**src/design/pn3o_pkg.sv**
```systemverilog
// ----------------------------------------------------------------------------
// pn3o_pkg: shared types and constants for the 3D octave Perlin noise block
// Fixed-point formats, command/status structs, register indexes, codes.
// ----------------------------------------------------------------------------
package pn3o_pkg;

    localparam int FRAC_BITS = 16;
    localparam int TBL_AW    = 8;
    localparam int TBL_DEPTH = 1 << TBL_AW;
    localparam int TBL_W     = 8;
    localparam int POS_W     = 32;

    localparam int F_W   = FRAC_BITS + 1;    // fade value, 0..ONE
    localparam int G_W   = FRAC_BITS + 3;    // gradient and lerp values
    localparam int Q_W   = FRAC_BITS + 5;    // fade polynomial term
    localparam int AMP_W = 17;               // octave weight, Q1.16 up to 1.0
    localparam int AMP_FRAC = 16;
    localparam int MA_W  = 21;               // multiplier operand A
    localparam int MB_W  = 18;               // multiplier operand B
    localparam int MP_W  = MA_W + MB_W;
    localparam int OUT_W = 18;
    localparam int CFG_W = 17;
    localparam int CNT_W = 4;

    localparam logic [AMP_W-1:0] AMP_ONE  = AMP_W'(1) << AMP_FRAC;
    localparam logic [F_W-1:0]   FADE_ONE = F_W'(1) << FRAC_BITS;
    localparam logic [Q_W-1:0]   Q_TEN    = Q_W'(10) << FRAC_BITS;
    localparam logic signed [G_W-1:0] G_ONE = G_W'(1) << FRAC_BITS;

    // configuration register indexes
    localparam logic REG_OCTAVE_COUNT = 1'b0;
    localparam logic REG_PERSISTENCE  = 1'b1;

    // input opcodes
    localparam logic OPC_WRITE = 1'b0;
    localparam logic OPC_EVAL  = 1'b1;

    // per-octave microsequence step boundaries
    localparam int STEP_W = 6;
    localparam logic [STEP_W-1:0] STEP_HASH    = 6'd12;
    localparam logic [STEP_W-1:0] STEP_GRAD    = 6'd24;
    localparam logic [STEP_W-1:0] STEP_GRAD_HI = 6'd38;
    localparam logic [STEP_W-1:0] STEP_ACC     = 6'd54;
    localparam logic [STEP_W-1:0] STEP_ACC_ADD = 6'd55;
    localparam logic [STEP_W-1:0] STEP_LAST    = 6'd56;

    typedef enum logic [4:0] {
        OP_NOP,
        OP_LATCH,
        OP_WRITE,
        OP_FADE_SQ,
        OP_FADE_CUBE,
        OP_FADE_Q,
        OP_FADE_END,
        OP_RD,
        OP_CAP,
        OP_LMUL,
        OP_LADD,
        OP_ACC_MUL,
        OP_ACC_ADD,
        OP_AMP,
        OP_DIV_INIT,
        OP_DIV_STEP,
        OP_EMIT
    } op_t;

    // table address selects; the corner ones are ordered {z,y,x}
    typedef logic [3:0] addr_sel_t;
    localparam addr_sel_t AS_CX  = 4'd0;
    localparam addr_sel_t AS_CX1 = 4'd1;
    localparam addr_sel_t AS_A   = 4'd2;
    localparam addr_sel_t AS_A1  = 4'd3;
    localparam addr_sel_t AS_B   = 4'd4;
    localparam addr_sel_t AS_B1  = 4'd5;
    localparam addr_sel_t AS_AA  = 4'd6;
    localparam addr_sel_t AS_BA  = 4'd7;
    localparam addr_sel_t AS_AB  = 4'd8;
    localparam addr_sel_t AS_BB  = 4'd9;
    localparam addr_sel_t AS_AA1 = 4'd10;
    localparam addr_sel_t AS_BA1 = 4'd11;
    localparam addr_sel_t AS_AB1 = 4'd12;
    localparam addr_sel_t AS_BB1 = 4'd13;

    typedef logic [1:0] axis_t;
    localparam axis_t AX_X = 2'd0;
    localparam axis_t AX_Y = 2'd1;
    localparam axis_t AX_Z = 2'd2;

    typedef struct packed {
        op_t       op;
        addr_sel_t addr;
        axis_t     sel;
        logic      dst;
    } cmd_t;

    typedef struct packed {
        logic div_last;
        logic out_free;
    } sts_t;

endpackage

```
**src/design/pn3o_ram.sv**
```systemverilog
// ----------------------------------------------------------------------------
// pn3o_ram: generic single-write, single-read RAM
// One write port and one read port with registered read data.
// ----------------------------------------------------------------------------
module pn3o_ram #(
    parameter int WIDTH = 8,
    parameter int DEPTH = 256
) (
    input  logic                     clk,
    input  logic                     we,
    input  logic [$clog2(DEPTH)-1:0] waddr,
    input  logic [WIDTH-1:0]         wdata,
    input  logic [$clog2(DEPTH)-1:0] raddr,
    output logic [WIDTH-1:0]         rdata
);

    logic [WIDTH-1:0] mem [DEPTH];

    always_ff @(posedge clk) begin
        if (we) begin
            mem[waddr] <= wdata;
        end
        rdata <= mem[raddr];
    end

endmodule

```
**src/design/pn3o_dp.sv**
```systemverilog
// ----------------------------------------------------------------------------
// pn3o_dp: noise datapath
// Permutation table, shared multiplier, lerp/gradient registers, octave
// accumulator, restoring divider and output register.
// ----------------------------------------------------------------------------
module pn3o_dp
    import pn3o_pkg::*;
#(
    parameter int MAX_OCTAVES = 8
) (
    input  logic                  aclk,
    input  logic                  aresetn,
    input  cmd_t                  cmd,
    output sts_t                  sts,
    input  logic [111:0]          s_tdata,
    input  logic [CFG_W-1:0]      persistence,
    input  logic                  m_tready,
    output logic                  m_tvalid,
    output logic [23:0]           m_tdata
);

    localparam int TOT_W = 35 + $clog2(MAX_OCTAVES);
    localparam int WS_W  = 17 + $clog2(MAX_OCTAVES);
    localparam int DC_W  = $clog2(TOT_W);

    logic [POS_W-1:0] px_reg, py_reg, pz_reg;
    logic [TBL_AW-1:0] tidx_reg;
    logic [TBL_W-1:0]  tval_reg;
    logic [AMP_W-1:0]  pers_reg, amp_reg;
    logic [WS_W-1:0]   wsum_reg;
    logic signed [TOT_W-1:0] total_reg;
    logic signed [MP_W-1:0]  mul_reg;
    logic [FRAC_BITS-1:0]    t2_reg;
    logic [F_W-1:0] fx_reg, fy_reg, fz_reg;
    logic [TBL_AW-1:0] a_reg, b_reg, aa_reg, ab_reg, ba_reg, bb_reg;
    logic signed [G_W-1:0] ga_reg, gb_reg, l0_reg, l1_reg, m0_reg, m1_reg, nv_reg;
    logic [TOT_W-1:0] dvd_reg;
    logic [WS_W-1:0]  rem_reg;
    logic             neg_reg;
    logic [DC_W-1:0]  dcnt_reg;
    logic             out_valid_reg;
    logic [OUT_W-1:0] out_data_reg;
    logic [TBL_DEPTH-1:0] vld_reg;
    logic             vq_reg;
    logic [TBL_AW-1:0] raddr_q_reg;

    logic [TBL_AW-1:0] cx, cy, cz, rd_addr, rd_val;
    logic [TBL_W-1:0]  ram_q;
    logic [FRAC_BITS-1:0] tx, ty, tz, t_sel;
    logic [Q_W-1:0] q_val;
    logic [3:0] cj;
    logic [3:0] h;
    logic signed [G_W-1:0] ox, oy, oz, gu, gv, grad;
    logic signed [G_W-1:0] la, lb, lres;
    logic [F_W-1:0] lf;
    logic signed [G_W:0] ldiff, lsum;
    logic signed [MA_W-1:0] mul_a;
    logic signed [MB_W-1:0] mul_b;
    logic [MP_W-FRAC_BITS-1:0] fade_raw;
    logic [WS_W+1:0] trial;
    logic qbit;
    logic [OUT_W-1:0] sat_val;

    assign cx = px_reg[FRAC_BITS +: TBL_AW];
    assign cy = py_reg[FRAC_BITS +: TBL_AW];
    assign cz = pz_reg[FRAC_BITS +: TBL_AW];
    assign tx = px_reg[FRAC_BITS-1:0];
    assign ty = py_reg[FRAC_BITS-1:0];
    assign tz = pz_reg[FRAC_BITS-1:0];

    always_comb begin
        case (cmd.sel)
            AX_X: begin
                t_sel = tx; la = ga_reg; lb = gb_reg; lf = fx_reg;
            end
            AX_Y: begin
                t_sel = ty; la = l0_reg; lb = l1_reg; lf = fy_reg;
            end
            default: begin
                t_sel = tz; la = m0_reg; lb = m1_reg; lf = fz_reg;
            end
        endcase
    end

    // 6*t2 + 10 - 15*t, always positive
    assign q_val = Q_W'({t2_reg, 2'b00}) + Q_W'({t2_reg, 1'b0}) + Q_TEN
                 - (Q_W'({t_sel, 4'b0000}) - Q_W'(t_sel));

    always_comb begin
        case (cmd.addr)
            AS_CX:   rd_addr = cx;
            AS_CX1:  rd_addr = cx + 1'b1;
            AS_A:    rd_addr = a_reg;
            AS_A1:   rd_addr = a_reg + 1'b1;
            AS_B:    rd_addr = b_reg;
            AS_B1:   rd_addr = b_reg + 1'b1;
            AS_AA:   rd_addr = aa_reg;
            AS_BA:   rd_addr = ba_reg;
            AS_AB:   rd_addr = ab_reg;
            AS_BB:   rd_addr = bb_reg;
            AS_AA1:  rd_addr = aa_reg + 1'b1;
            AS_BA1:  rd_addr = ba_reg + 1'b1;
            AS_AB1:  rd_addr = ab_reg + 1'b1;
            AS_BB1:  rd_addr = bb_reg + 1'b1;
            default: rd_addr = cx;
        endcase
    end

    pn3o_ram #(
        .WIDTH (TBL_W),
        .DEPTH (TBL_DEPTH)
    ) u_ram (
        .clk   (aclk),
        .we    (cmd.op == OP_WRITE),
        .waddr (tidx_reg),
        .wdata (tval_reg),
        .raddr (rd_addr),
        .rdata (ram_q)
    );

    // entries never written read as identity
    assign rd_val = vq_reg ? ram_q : raddr_q_reg;

    // gradient for the corner encoded in the address select
    always_comb begin
        cj = cmd.addr - AS_AA;
        h  = rd_val[3:0];
        ox = $signed({3'b000, tx}) - (cj[0] ? G_ONE : '0);
        oy = $signed({3'b000, ty}) - (cj[1] ? G_ONE : '0);
        oz = $signed({3'b000, tz}) - (cj[2] ? G_ONE : '0);
        gu = (h < 4'd8) ? ox : oy;
        if (h < 4'd4) begin
            gv = oy;
        end else if (h == 4'd12 || h == 4'd14) begin
            gv = ox;
        end else begin
            gv = oz;
        end
        grad = (h[0] ? -gu : gu) + (h[1] ? -gv : gv);
    end

    assign ldiff = (G_W+1)'(lb) - (G_W+1)'(la);
    assign lsum  = (G_W+1)'(la) + (G_W+1)'(mul_reg >>> FRAC_BITS);
    assign lres  = lsum[G_W-1:0];

    always_comb begin
        mul_a = '0;
        mul_b = '0;
        case (cmd.op)
            OP_FADE_SQ: begin
                mul_a = $signed(MA_W'(t_sel));
                mul_b = $signed(MB_W'(t_sel));
            end
            OP_FADE_CUBE: begin
                mul_a = $signed(MA_W'(mul_reg[2*FRAC_BITS-1:FRAC_BITS]));
                mul_b = $signed(MB_W'(t_sel));
            end
            OP_FADE_Q: begin
                mul_a = $signed(q_val);
                mul_b = $signed(MB_W'(mul_reg[2*FRAC_BITS-1:FRAC_BITS]));
            end
            OP_LMUL: begin
                mul_a = MA_W'(ldiff);
                mul_b = $signed(MB_W'(lf));
            end
            OP_ACC_MUL: begin
                mul_a = MA_W'(nv_reg);
                mul_b = $signed(MB_W'(amp_reg));
            end
            OP_ACC_ADD: begin
                mul_a = $signed(MA_W'(amp_reg));
                mul_b = $signed(MB_W'(pers_reg));
            end
            default: begin
                mul_a = '0;
                mul_b = '0;
            end
        endcase
    end

    assign fade_raw = mul_reg[MP_W-1:FRAC_BITS];

    assign trial = {1'b0, rem_reg, dvd_reg[TOT_W-1]} - {2'b00, wsum_reg};
    assign qbit  = ~trial[WS_W+1];

    always_comb begin
        if (!neg_reg) begin
            sat_val = (dvd_reg > TOT_W'(131071)) ? 18'h1FFFF : dvd_reg[OUT_W-1:0];
        end else begin
            sat_val = (dvd_reg > TOT_W'(131072)) ? 18'h20000 : -dvd_reg[OUT_W-1:0];
        end
    end

    always_ff @(posedge aclk) begin
        case (cmd.op)
            OP_LATCH: begin
                tidx_reg  <= s_tdata[7:0];
                tval_reg  <= s_tdata[15:8];
                px_reg    <= s_tdata[47:16];
                py_reg    <= s_tdata[79:48];
                pz_reg    <= s_tdata[111:80];
                pers_reg  <= (persistence > AMP_ONE) ? AMP_ONE : persistence;
                amp_reg   <= AMP_ONE;
                wsum_reg  <= '0;
                total_reg <= '0;
            end
            OP_FADE_CUBE: t2_reg <= mul_reg[2*FRAC_BITS-1:FRAC_BITS];
            OP_FADE_END: begin
                case (cmd.sel)
                    AX_X: fx_reg <= (fade_raw > (MP_W-FRAC_BITS)'(FADE_ONE)) ?
                                    FADE_ONE : fade_raw[F_W-1:0];
                    AX_Y: fy_reg <= (fade_raw > (MP_W-FRAC_BITS)'(FADE_ONE)) ?
                                    FADE_ONE : fade_raw[F_W-1:0];
                    default: fz_reg <= (fade_raw > (MP_W-FRAC_BITS)'(FADE_ONE)) ?
                                    FADE_ONE : fade_raw[F_W-1:0];
                endcase
            end
            OP_CAP: begin
                case (cmd.addr)
                    AS_CX:  a_reg  <= rd_val + cy;
                    AS_CX1: b_reg  <= rd_val + cy;
                    AS_A:   aa_reg <= rd_val + cz;
                    AS_A1:  ab_reg <= rd_val + cz;
                    AS_B:   ba_reg <= rd_val + cz;
                    AS_B1:  bb_reg <= rd_val + cz;
                    default: begin
                        if (cj[0]) begin
                            gb_reg <= grad;
                        end else begin
                            ga_reg <= grad;
                        end
                    end
                endcase
            end
            OP_LADD: begin
                case (cmd.sel)
                    AX_X: begin
                        if (cmd.dst) begin
                            l1_reg <= lres;
                        end else begin
                            l0_reg <= lres;
                        end
                    end
                    AX_Y: begin
                        if (cmd.dst) begin
                            m1_reg <= lres;
                        end else begin
                            m0_reg <= lres;
                        end
                    end
                    default: nv_reg <= lres;
                endcase
            end
            OP_ACC_MUL: wsum_reg <= wsum_reg + WS_W'(amp_reg);
            OP_ACC_ADD: total_reg <= total_reg + TOT_W'(mul_reg);
            OP_AMP: begin
                amp_reg <= mul_reg[AMP_FRAC +: AMP_W];
                px_reg  <= {px_reg[POS_W-2:0], 1'b0};
                py_reg  <= {py_reg[POS_W-2:0], 1'b0};
                pz_reg  <= {pz_reg[POS_W-2:0], 1'b0};
            end
            OP_DIV_INIT: begin
                neg_reg  <= total_reg[TOT_W-1];
                dvd_reg  <= total_reg[TOT_W-1] ? TOT_W'(-total_reg) : TOT_W'(total_reg);
                rem_reg  <= '0;
                dcnt_reg <= '0;
            end
            OP_DIV_STEP: begin
                rem_reg  <= qbit ? trial[WS_W-1:0] : {rem_reg[WS_W-2:0], dvd_reg[TOT_W-1]};
                dvd_reg  <= {dvd_reg[TOT_W-2:0], qbit};
                dcnt_reg <= dcnt_reg + 1'b1;
            end
            OP_EMIT: out_data_reg <= sat_val;
            default: ;
        endcase

        if (cmd.op == OP_FADE_SQ || cmd.op == OP_FADE_CUBE || cmd.op == OP_FADE_Q ||
            cmd.op == OP_LMUL || cmd.op == OP_ACC_MUL || cmd.op == OP_ACC_ADD) begin
            mul_reg <= mul_a * mul_b;
        end
        vq_reg      <= vld_reg[rd_addr];
        raddr_q_reg <= rd_addr;
    end

    always_ff @(posedge aclk) begin
        if (!aresetn) begin
            vld_reg       <= '0;
            out_valid_reg <= 1'b0;
        end else begin
            if (cmd.op == OP_WRITE) begin
                vld_reg[tidx_reg] <= 1'b1;
            end
            if (cmd.op == OP_EMIT) begin
                out_valid_reg <= 1'b1;
            end else if (m_tready) begin
                out_valid_reg <= 1'b0;
            end
        end
    end

    assign sts.div_last = (dcnt_reg == DC_W'(TOT_W-1));
    assign sts.out_free = ~out_valid_reg | m_tready;

    assign m_tvalid = out_valid_reg;
    assign m_tdata  = {6'b000000, out_data_reg};

endmodule

```
**src/design/pn3o_ctrl.sv**
```systemverilog
// ----------------------------------------------------------------------------
// pn3o_ctrl: sequencer for the noise datapath
// Accepts items, steps the per-octave microsequence, runs the divider and
// hands the result to the output register.
// ----------------------------------------------------------------------------
module pn3o_ctrl
    import pn3o_pkg::*;
#(
    parameter int MAX_OCTAVES = 8
) (
    input  logic             aclk,
    input  logic             aresetn,
    input  logic             s_tvalid,
    input  logic             s_tuser,
    output logic             s_tready,
    input  logic [CNT_W-1:0] octave_count,
    input  sts_t             sts,
    output cmd_t             cmd
);

    localparam int OW = $clog2(MAX_OCTAVES + 1);

    typedef enum logic [2:0] {
        S_IDLE,
        S_WRITE,
        S_RUN,
        S_DINIT,
        S_DIV,
        S_FINISH
    } state_t;

    state_t            state_reg;
    logic [STEP_W-1:0] step_reg;
    logic [OW-1:0]     oct_reg, n_reg;
    logic              in_fire;

    function automatic cmd_t step_cmd(input logic [STEP_W-1:0] s);
        cmd_t c;
        logic [STEP_W-1:0] r;
        logic [STEP_W-1:0] w;
        logic pp;
        logic hi;
        c.op   = OP_NOP;
        c.addr = AS_CX;
        c.sel  = AX_X;
        c.dst  = 1'b0;
        r  = '0;
        w  = '0;
        pp = 1'b0;
        hi = 1'b0;
        if (s < STEP_HASH) begin
            // four fade steps per axis
            c.sel = s[3:2];
            case (s[1:0])
                2'd0:    c.op = OP_FADE_SQ;
                2'd1:    c.op = OP_FADE_CUBE;
                2'd2:    c.op = OP_FADE_Q;
                default: c.op = OP_FADE_END;
            endcase
        end else if (s < STEP_GRAD) begin
            r      = s - STEP_HASH;
            c.addr = {1'b0, r[3:1]};
            c.op   = r[0] ? OP_CAP : OP_RD;
        end else if (s < STEP_ACC) begin
            hi = (s >= STEP_GRAD_HI);
            r  = hi ? s - STEP_GRAD_HI : s - STEP_GRAD;
            if (r < 6'd12) begin
                pp = (r >= 6'd6);
                w  = pp ? r - 6'd6 : r;
                if (w < 6'd4) begin
                    c.addr = AS_AA + {1'b0, hi, pp, w[1]};
                    c.op   = w[0] ? OP_CAP : OP_RD;
                end else begin
                    c.sel = AX_X;
                    c.dst = pp;
                    c.op  = w[0] ? OP_LADD : OP_LMUL;
                end
            end else begin
                c.sel = r[1] ? AX_Z : AX_Y;
                c.dst = hi;
                c.op  = r[0] ? OP_LADD : OP_LMUL;
            end
        end else if (s == STEP_ACC) begin
            c.op = OP_ACC_MUL;
        end else if (s == STEP_ACC_ADD) begin
            c.op = OP_ACC_ADD;
        end else begin
            c.op = OP_AMP;
        end
        return c;
    endfunction

    assign s_tready = (state_reg == S_IDLE);
    assign in_fire  = s_tvalid & s_tready;

    always_comb begin
        cmd.op   = OP_NOP;
        cmd.addr = AS_CX;
        cmd.sel  = AX_X;
        cmd.dst  = 1'b0;
        case (state_reg)
            S_IDLE: begin
                if (in_fire) begin
                    cmd.op = OP_LATCH;
                end
            end
            S_WRITE:  cmd.op = OP_WRITE;
            S_RUN:    cmd = step_cmd(step_reg);
            S_DINIT:  cmd.op = OP_DIV_INIT;
            S_DIV:    cmd.op = OP_DIV_STEP;
            S_FINISH: begin
                if (sts.out_free) begin
                    cmd.op = OP_EMIT;
                end
            end
            default:  cmd.op = OP_NOP;
        endcase
    end

    always_ff @(posedge aclk) begin
        if (!aresetn) begin
            state_reg <= S_IDLE;
            step_reg  <= '0;
            oct_reg   <= '0;
            n_reg     <= OW'(1);
        end else begin
            case (state_reg)
                S_IDLE: begin
                    if (in_fire) begin
                        step_reg <= '0;
                        oct_reg  <= '0;
                        if (octave_count == '0) begin
                            n_reg <= OW'(1);
                        end else if (32'(octave_count) > MAX_OCTAVES) begin
                            n_reg <= OW'(MAX_OCTAVES);
                        end else begin
                            n_reg <= OW'(octave_count);
                        end
                        state_reg <= (s_tuser == OPC_EVAL) ? S_RUN : S_WRITE;
                    end
                end
                S_WRITE: state_reg <= S_IDLE;
                S_RUN: begin
                    if (step_reg == STEP_LAST) begin
                        step_reg <= '0;
                        if (oct_reg == n_reg - 1'b1) begin
                            state_reg <= S_DINIT;
                        end else begin
                            oct_reg <= oct_reg + 1'b1;
                        end
                    end else begin
                        step_reg <= step_reg + 1'b1;
                    end
                end
                S_DINIT: state_reg <= S_DIV;
                S_DIV: begin
                    if (sts.div_last) begin
                        state_reg <= S_FINISH;
                    end
                end
                S_FINISH: begin
                    if (sts.out_free) begin
                        state_reg <= S_IDLE;
                    end
                end
                default: state_reg <= S_IDLE;
            endcase
        end
    end

endmodule

```
**src/design/perlin_noise_3d_octaves_top.sv**
```systemverilog
// ----------------------------------------------------------------------------
// perlin_noise_3d_octaves_top: fractal 3D improved Perlin noise
// Sums octaves of fixed-point gradient noise, normalized by total weight.
// ----------------------------------------------------------------------------
// Table write item: latched, then written, and the next item is accepted right after.
// Evaluate item: a per-octave microsequence (one shared multiplier, one table read
// port) repeated for each of N octaves, then restoring division of the sum by the
// total weight. One item in flight.
// The result waits in an output register while the next item is taken.
// Reset: table reads as identity, octave_count = 1, persistence = 0.5.
module perlin_noise_3d_octaves_top
    import pn3o_pkg::*;
#(
    parameter int MAX_OCTAVES = 8
) (
    input  logic               aclk,
    input  logic               aresetn,
    input  logic               s_tvalid,
    output logic               s_tready,
    // table_index[7:0], table_value[15:8], pos_x[47:16], pos_y[79:48], pos_z[111:80]
    input  logic [111:0]       s_tdata,
    // opcode[0]
    input  logic               s_tuser,
    output logic               m_tvalid,
    input  logic               m_tready,
    // noise_value[17:0]
    output logic [23:0]        m_tdata,
    input  logic               cfg_wr_en,
    input  logic               cfg_index,
    input  logic [CFG_W-1:0]   cfg_wdata
);

    logic [CNT_W-1:0] octave_count_reg;
    logic [CFG_W-1:0] persistence_reg;
    cmd_t cmd;
    sts_t sts;

    always_ff @(posedge aclk) begin
        if (!aresetn) begin
            octave_count_reg <= CNT_W'(1);
            persistence_reg  <= CFG_W'(32768);
        end else if (cfg_wr_en) begin
            case (cfg_index)
                REG_OCTAVE_COUNT: octave_count_reg <= cfg_wdata[CNT_W-1:0];
                REG_PERSISTENCE:  persistence_reg  <= cfg_wdata;
                default: ;
            endcase
        end
    end

    pn3o_ctrl #(
        .MAX_OCTAVES (MAX_OCTAVES)
    ) u_ctrl (
        .aclk         (aclk),
        .aresetn      (aresetn),
        .s_tvalid     (s_tvalid),
        .s_tuser      (s_tuser),
        .s_tready     (s_tready),
        .octave_count (octave_count_reg),
        .sts          (sts),
        .cmd          (cmd)
    );

    pn3o_dp #(
        .MAX_OCTAVES (MAX_OCTAVES)
    ) u_dp (
        .aclk        (aclk),
        .aresetn     (aresetn),
        .cmd         (cmd),
        .sts         (sts),
        .s_tdata     (s_tdata),
        .persistence (persistence_reg),
        .m_tready    (m_tready),
        .m_tvalid    (m_tvalid),
        .m_tdata     (m_tdata)
    );

endmodule
```
**config.mk**
```make
export PLATFORM = sky130hd
export DESIGN_NAME = perlin_noise_3d_octaves_top
export DESIGN_NICKNAME = d
export VERILOG_FILES = /design/src/design/pn3o_pkg.sv /design/src/design/pn3o_ram.sv /design/src/design/pn3o_dp.sv /design/src/design/pn3o_ctrl.sv /design/src/design/perlin_noise_3d_octaves_top.sv
export SDC_FILE = /design/constraint.sdc
export NUM_CORES = 2
export LEC_CHECK = 0
export BUFFER_PORTS_ARGS = -buffer_cell sky130_fd_sc_hd__buf_2
export CAP_MARGIN = 20
export CORE_MARGIN = 2
export CORE_UTILIZATION = 25
export DETAILED_ROUTE_END_ITERATION = 12
export SLEW_MARGIN = 10
export SYNTH_ARGS = -nofsm -noshare
export SYNTH_HDL_FRONTEND = slang
export SYNTH_HIERARCHICAL = 1
export SYNTH_SLANG_ARGS = --single-unit
```
**constraint.sdc**
```tcl
create_clock -name aclk -period 15.65 [get_ports aclk]
set_clock_uncertainty 0.15 [all_clocks]
set_input_delay 3.13 -clock aclk [delete_from_list [all_inputs] [get_ports aclk]]
set_output_delay 3.13 -clock aclk [all_outputs]
set_load 0.01 [all_outputs]
```
==> impl_metrics.py <==
metrics = {
    "outcome": {
        "status": "completed",
    },
    "power": {
        "seqPwrFrac_pct": 41.0,
        "p_per_area_nw_per_um2": 146,
        "swShare_pct": 32.7,
        "switchingPower_mw": 7.63,
        "pwr-share-clk_pct": 31.2,
        "p_int_mw": 15.7,
        "p_leak_nw": 54.3,
        "combPwrFrac_pct": 27.8,
        "vdd_drop_max_mv": 0.112,
    },
    "clock_tree": {
        "htreeDepth": 5,
        "clkTransAtPathRegs_ns": 0.06,
        "cts_made_buffers": 311,
        "cts_resized": 0,
        "cts_buffer_depth": 4,
        "clock_latency_ns": 0.98,
        "post_cts_buffers": 0,
        "cts_sinks": 2910,
        "postCtsHoldBufs": 0,
        "cts_root_buf": "clkbuf_16",
        "cts_tree": "done",
    },
    "route": {
        "drt_iter0_drc": 9116,
        "dr.pass1.iters": 7,
        "ant_nets": 0,
        "drt_wl_total_um": 392000,
        "drc": 0,
        "wl_per_cell_um": 21.8,
        "vias": 85200,
        "avgViaCountPerCell": 4.74,
    },
    "critical_path": {
        "crit_family": "compound AO/OA/AOI/OAI gates",
        "endpoint_kind": "flip-flop",
        "cp.required_ns": 16.18,
        "ff2ff_path_depth": 43,
        "cp.arrival_ns": 14.91,
        "crit_type": "reg2reg",
        "path_depth": 43,
        "path_buf_inv": 3,
        "crit_fanout": 18,
        "slowest_delay_ns": 0.74,
        "cpMaxStageDelayCell": "dfxtp_1",
        "cp_common_cell": "fa_1",
        "start_kind": "flip-flop",
    },
    "global_routing": {
        "grt_usage_pct": 13.3,
        "antenna_found_initial": 20,
        "grt_pass1_vias": 84200,
        "grt_max_degree": 221,
        "grt_pass1_wl_um": 572000,
        "grt.overflow.total": 0,
    },
    "placed_design": {
        "post-place-ws_ns": 1.43,
        "place_congestion": 0.867,
        "dp_cells": 17400,
        "portBuffers": 131,
        "dp_hpwl_um": 260000,
    },
    "synthesis": {
        "async_flop_share_pct": 0,
        "synthFlopType": "edfxtp_1",
        "synth-xor-area-share_pct": 1.65,
        "syn_inst": 10100,
        "synthMuxAreaShare_pct": 10.8,
        "synth-seq-area-share_pct": 60.1,
        "ys_types": 107,
        "synth-simple-area-share_pct": 8.42,
        "syn_area_um2": 140000,
        "synth_top_family_by_area": "multiplexers",
        "synth_compound_area_share_pct": 7.46,
        "ys_warn_count": 6,
        "synth.avg_cell_area_um2": 13.9,
        "yosys_register_bits": 2910,
        "synth_edf_count": 2598,
        "synth_fa_ha_area_share_pct": 8.03,
    },
    "finish": {
        "mostFrequentLayoutCell": "edfxtp_1",
        "final_core_util_pct": 28.6,
        "final_nets": 11000,
        "layoutNonFillerInstCount": 18000,
        "drive_gt1_share_pct": 13.9,
        "areaGrowthSynthToFinish_pct": 14.1,
        "largest_register_ffs": 2048,
        "final_cell_mix": "edfxtp_1 (2598), nor2_1 (809), nand2_1 (704)",
    },
    "sta": {
        "slew-limit-headroom_pct": 15.3,
        "fin_ws_ns": 1.27,
        "slew_violations": 0,
        "timing_hold_violations_final": 0,
        "fin_tns_setup_ns": 0,
        "fmax_ghz": 0.0696,
        "finalCritPeriodShare_pct": 91.9,
        "rsz0062_at_grt": "false",
        "tightestPinTransition_ns": 1.27,
        "fin_crit_ns": 14.38,
        "hold_ws_ns": 0.314,
        "setup_viol": 0,
    },
    "floorplanning": {
        "core_um2": 560000,
        "die_w_um": 753,
        "ios": 162,
        "die_h_um": 753,
        "start_util_pct": 25.1,
        "dieArea_um2": 567000,
        "rows": 275,
    },
    "run": {
        "maxCapViolations": 0,
    },
    "worst_hold_path": {
        "min_path_type": "reg2reg",
        "min_path_cells": 1,
    },
}
kinds of logic after synthesis:
kind of cell,after synthesis
buffers and inverters,1168
XOR/XNOR,265
multiplexers,915
flip-flops,2910
other,1
adder cells (fa/ha/maj),679
AO/OA/AOI/OAI,1620
AND/OR/NAND/NOR,2532
final timing paths:
check,from,endpoint,slack (ns)
hold reg to reg,u_dp/vld_reg[199]$_SDFFE_PN0P_,u_dp/vld_reg[199]$_SDFFE_PN0P_,0.31
setup reg to reg,u_ctrl/step_reg[3]$_SDFFE_PN0P_,u_dp/mul_reg[37]$_DFFE_PP_,1.27
setup / recovery,u_ctrl/step_reg[3]$_SDFFE_PN0P_,u_dp/mul_reg[37]$_DFFE_PP_,1.27
hold / removal,u_dp/vld_reg[199]$_SDFFE_PN0P_,u_dp/vld_reg[199]$_SDFFE_PN0P_,0.31
Yosys cell counts, drive strengths merged (14+ instances only):
| cell | count | area share (%) |
|---|---|---|
| and3 | 26 | 0.12 |
| fa | 372 | 5.3 |
| a21oi | 566 | 2.0 |
| nand4 | 46 | 0.21 |
| ha | 301 | 2.7 |
| edfxtp | 2598 | 56 |
| o21bai | 28 | 0.15 |
| mux2i | 407 | 2.9 |
| o31ai | 14 | 0.095 |
| or3 | 41 | 0.19 |
| nor3 | 160 | 0.57 |
| dfxtp | 312 | 4.5 |
| xnor2 | 166 | 1.0 |
| o211ai | 37 | 0.20 |
| a222oi | 22 | 0.16 |
| a211oi | 59 | 0.32 |
| and2 | 89 | 0.40 |
| a22o | 22 | 0.14 |
| nand2 | 708 | 1.9 |
| o21a | 68 | 0.36 |
| a21boi | 33 | 0.18 |
| a211o | 24 | 0.15 |
| inv | 614 | 1.6 |
| nand2b | 65 | 0.29 |
| a2111oi | 14 | 0.094 |
| nor3b | 14 | 0.075 |
| o21ai | 265 | 0.97 |
| nand3 | 116 | 0.41 |
| buf | 181 | 0.95 |
| a22oi | 152 | 0.81 |
| mux2 | 36 | 0.29 |
| a221oi | 22 | 0.14 |
| nor2 | 822 | 2.2 |
| o22ai | 51 | 0.23 |
| mux4 | 472 | 7.6 |
| a31oi | 37 | 0.16 |
| nor4 | 54 | 0.25 |
| clkbuf | 369 | 0.99 |
| o221ai | 53 | 0.34 |
| a21o | 57 | 0.30 |
| xor2 | 99 | 0.62 |
| nor2b | 324 | 1.4 |
| or2 | 27 | 0.12 |
routing by layer:
layer / global-route usage (%) / share of wire (%) / vias up
met5: 0 / 0.0028 / -
met3: 2.54 / 7.7 / 620
met2: 21.5 / 47 / 3153
met4: 4.22 / 3.3 / 2
li1: - / - / 37800
met1: 18.1 / 42 / 43600
layout make-up:
cell class | instances | area, µm²
clock inverters | 162 | 1640
inverters | 618 | 2330
fillers | 56300 | 400000
repair buffers | 370 | 2650
multi-input cells | 6017 | 51400
diodes | 18 | 45.0
well taps | 7479 | 9360
clock buffers | 395 | 8320
flip-flops and latches | 2910 | 84300
power groups by stage:
| stage | registers [mW] | clock network (mW) | logic [mW] |
|---|---|---|---|
| finish | 9.57 | 7.28 | 6.48 |
| global route | 9.58 | 7.72 | 7.03 |
| CTS | 9.56 | 7.43 | 6.46 |
| detailed placement | 9.73 | 0 | 6.42 |
| global placement | 9.72 | 0 | 6.36 |
| floorplan | 9.83 | 0 | 4.16 |
per-stage QoR:
stage                     area [µm²]  power, mW
after floorplan               140000       14.0
after global placement        150000       16.1
after detailed placement      150000       16.2
after CTS                     160000       23.5
after global routing          160000       24.3
final                         160000       23.3
No activity file was read; power rests on OpenSTA's default activity.
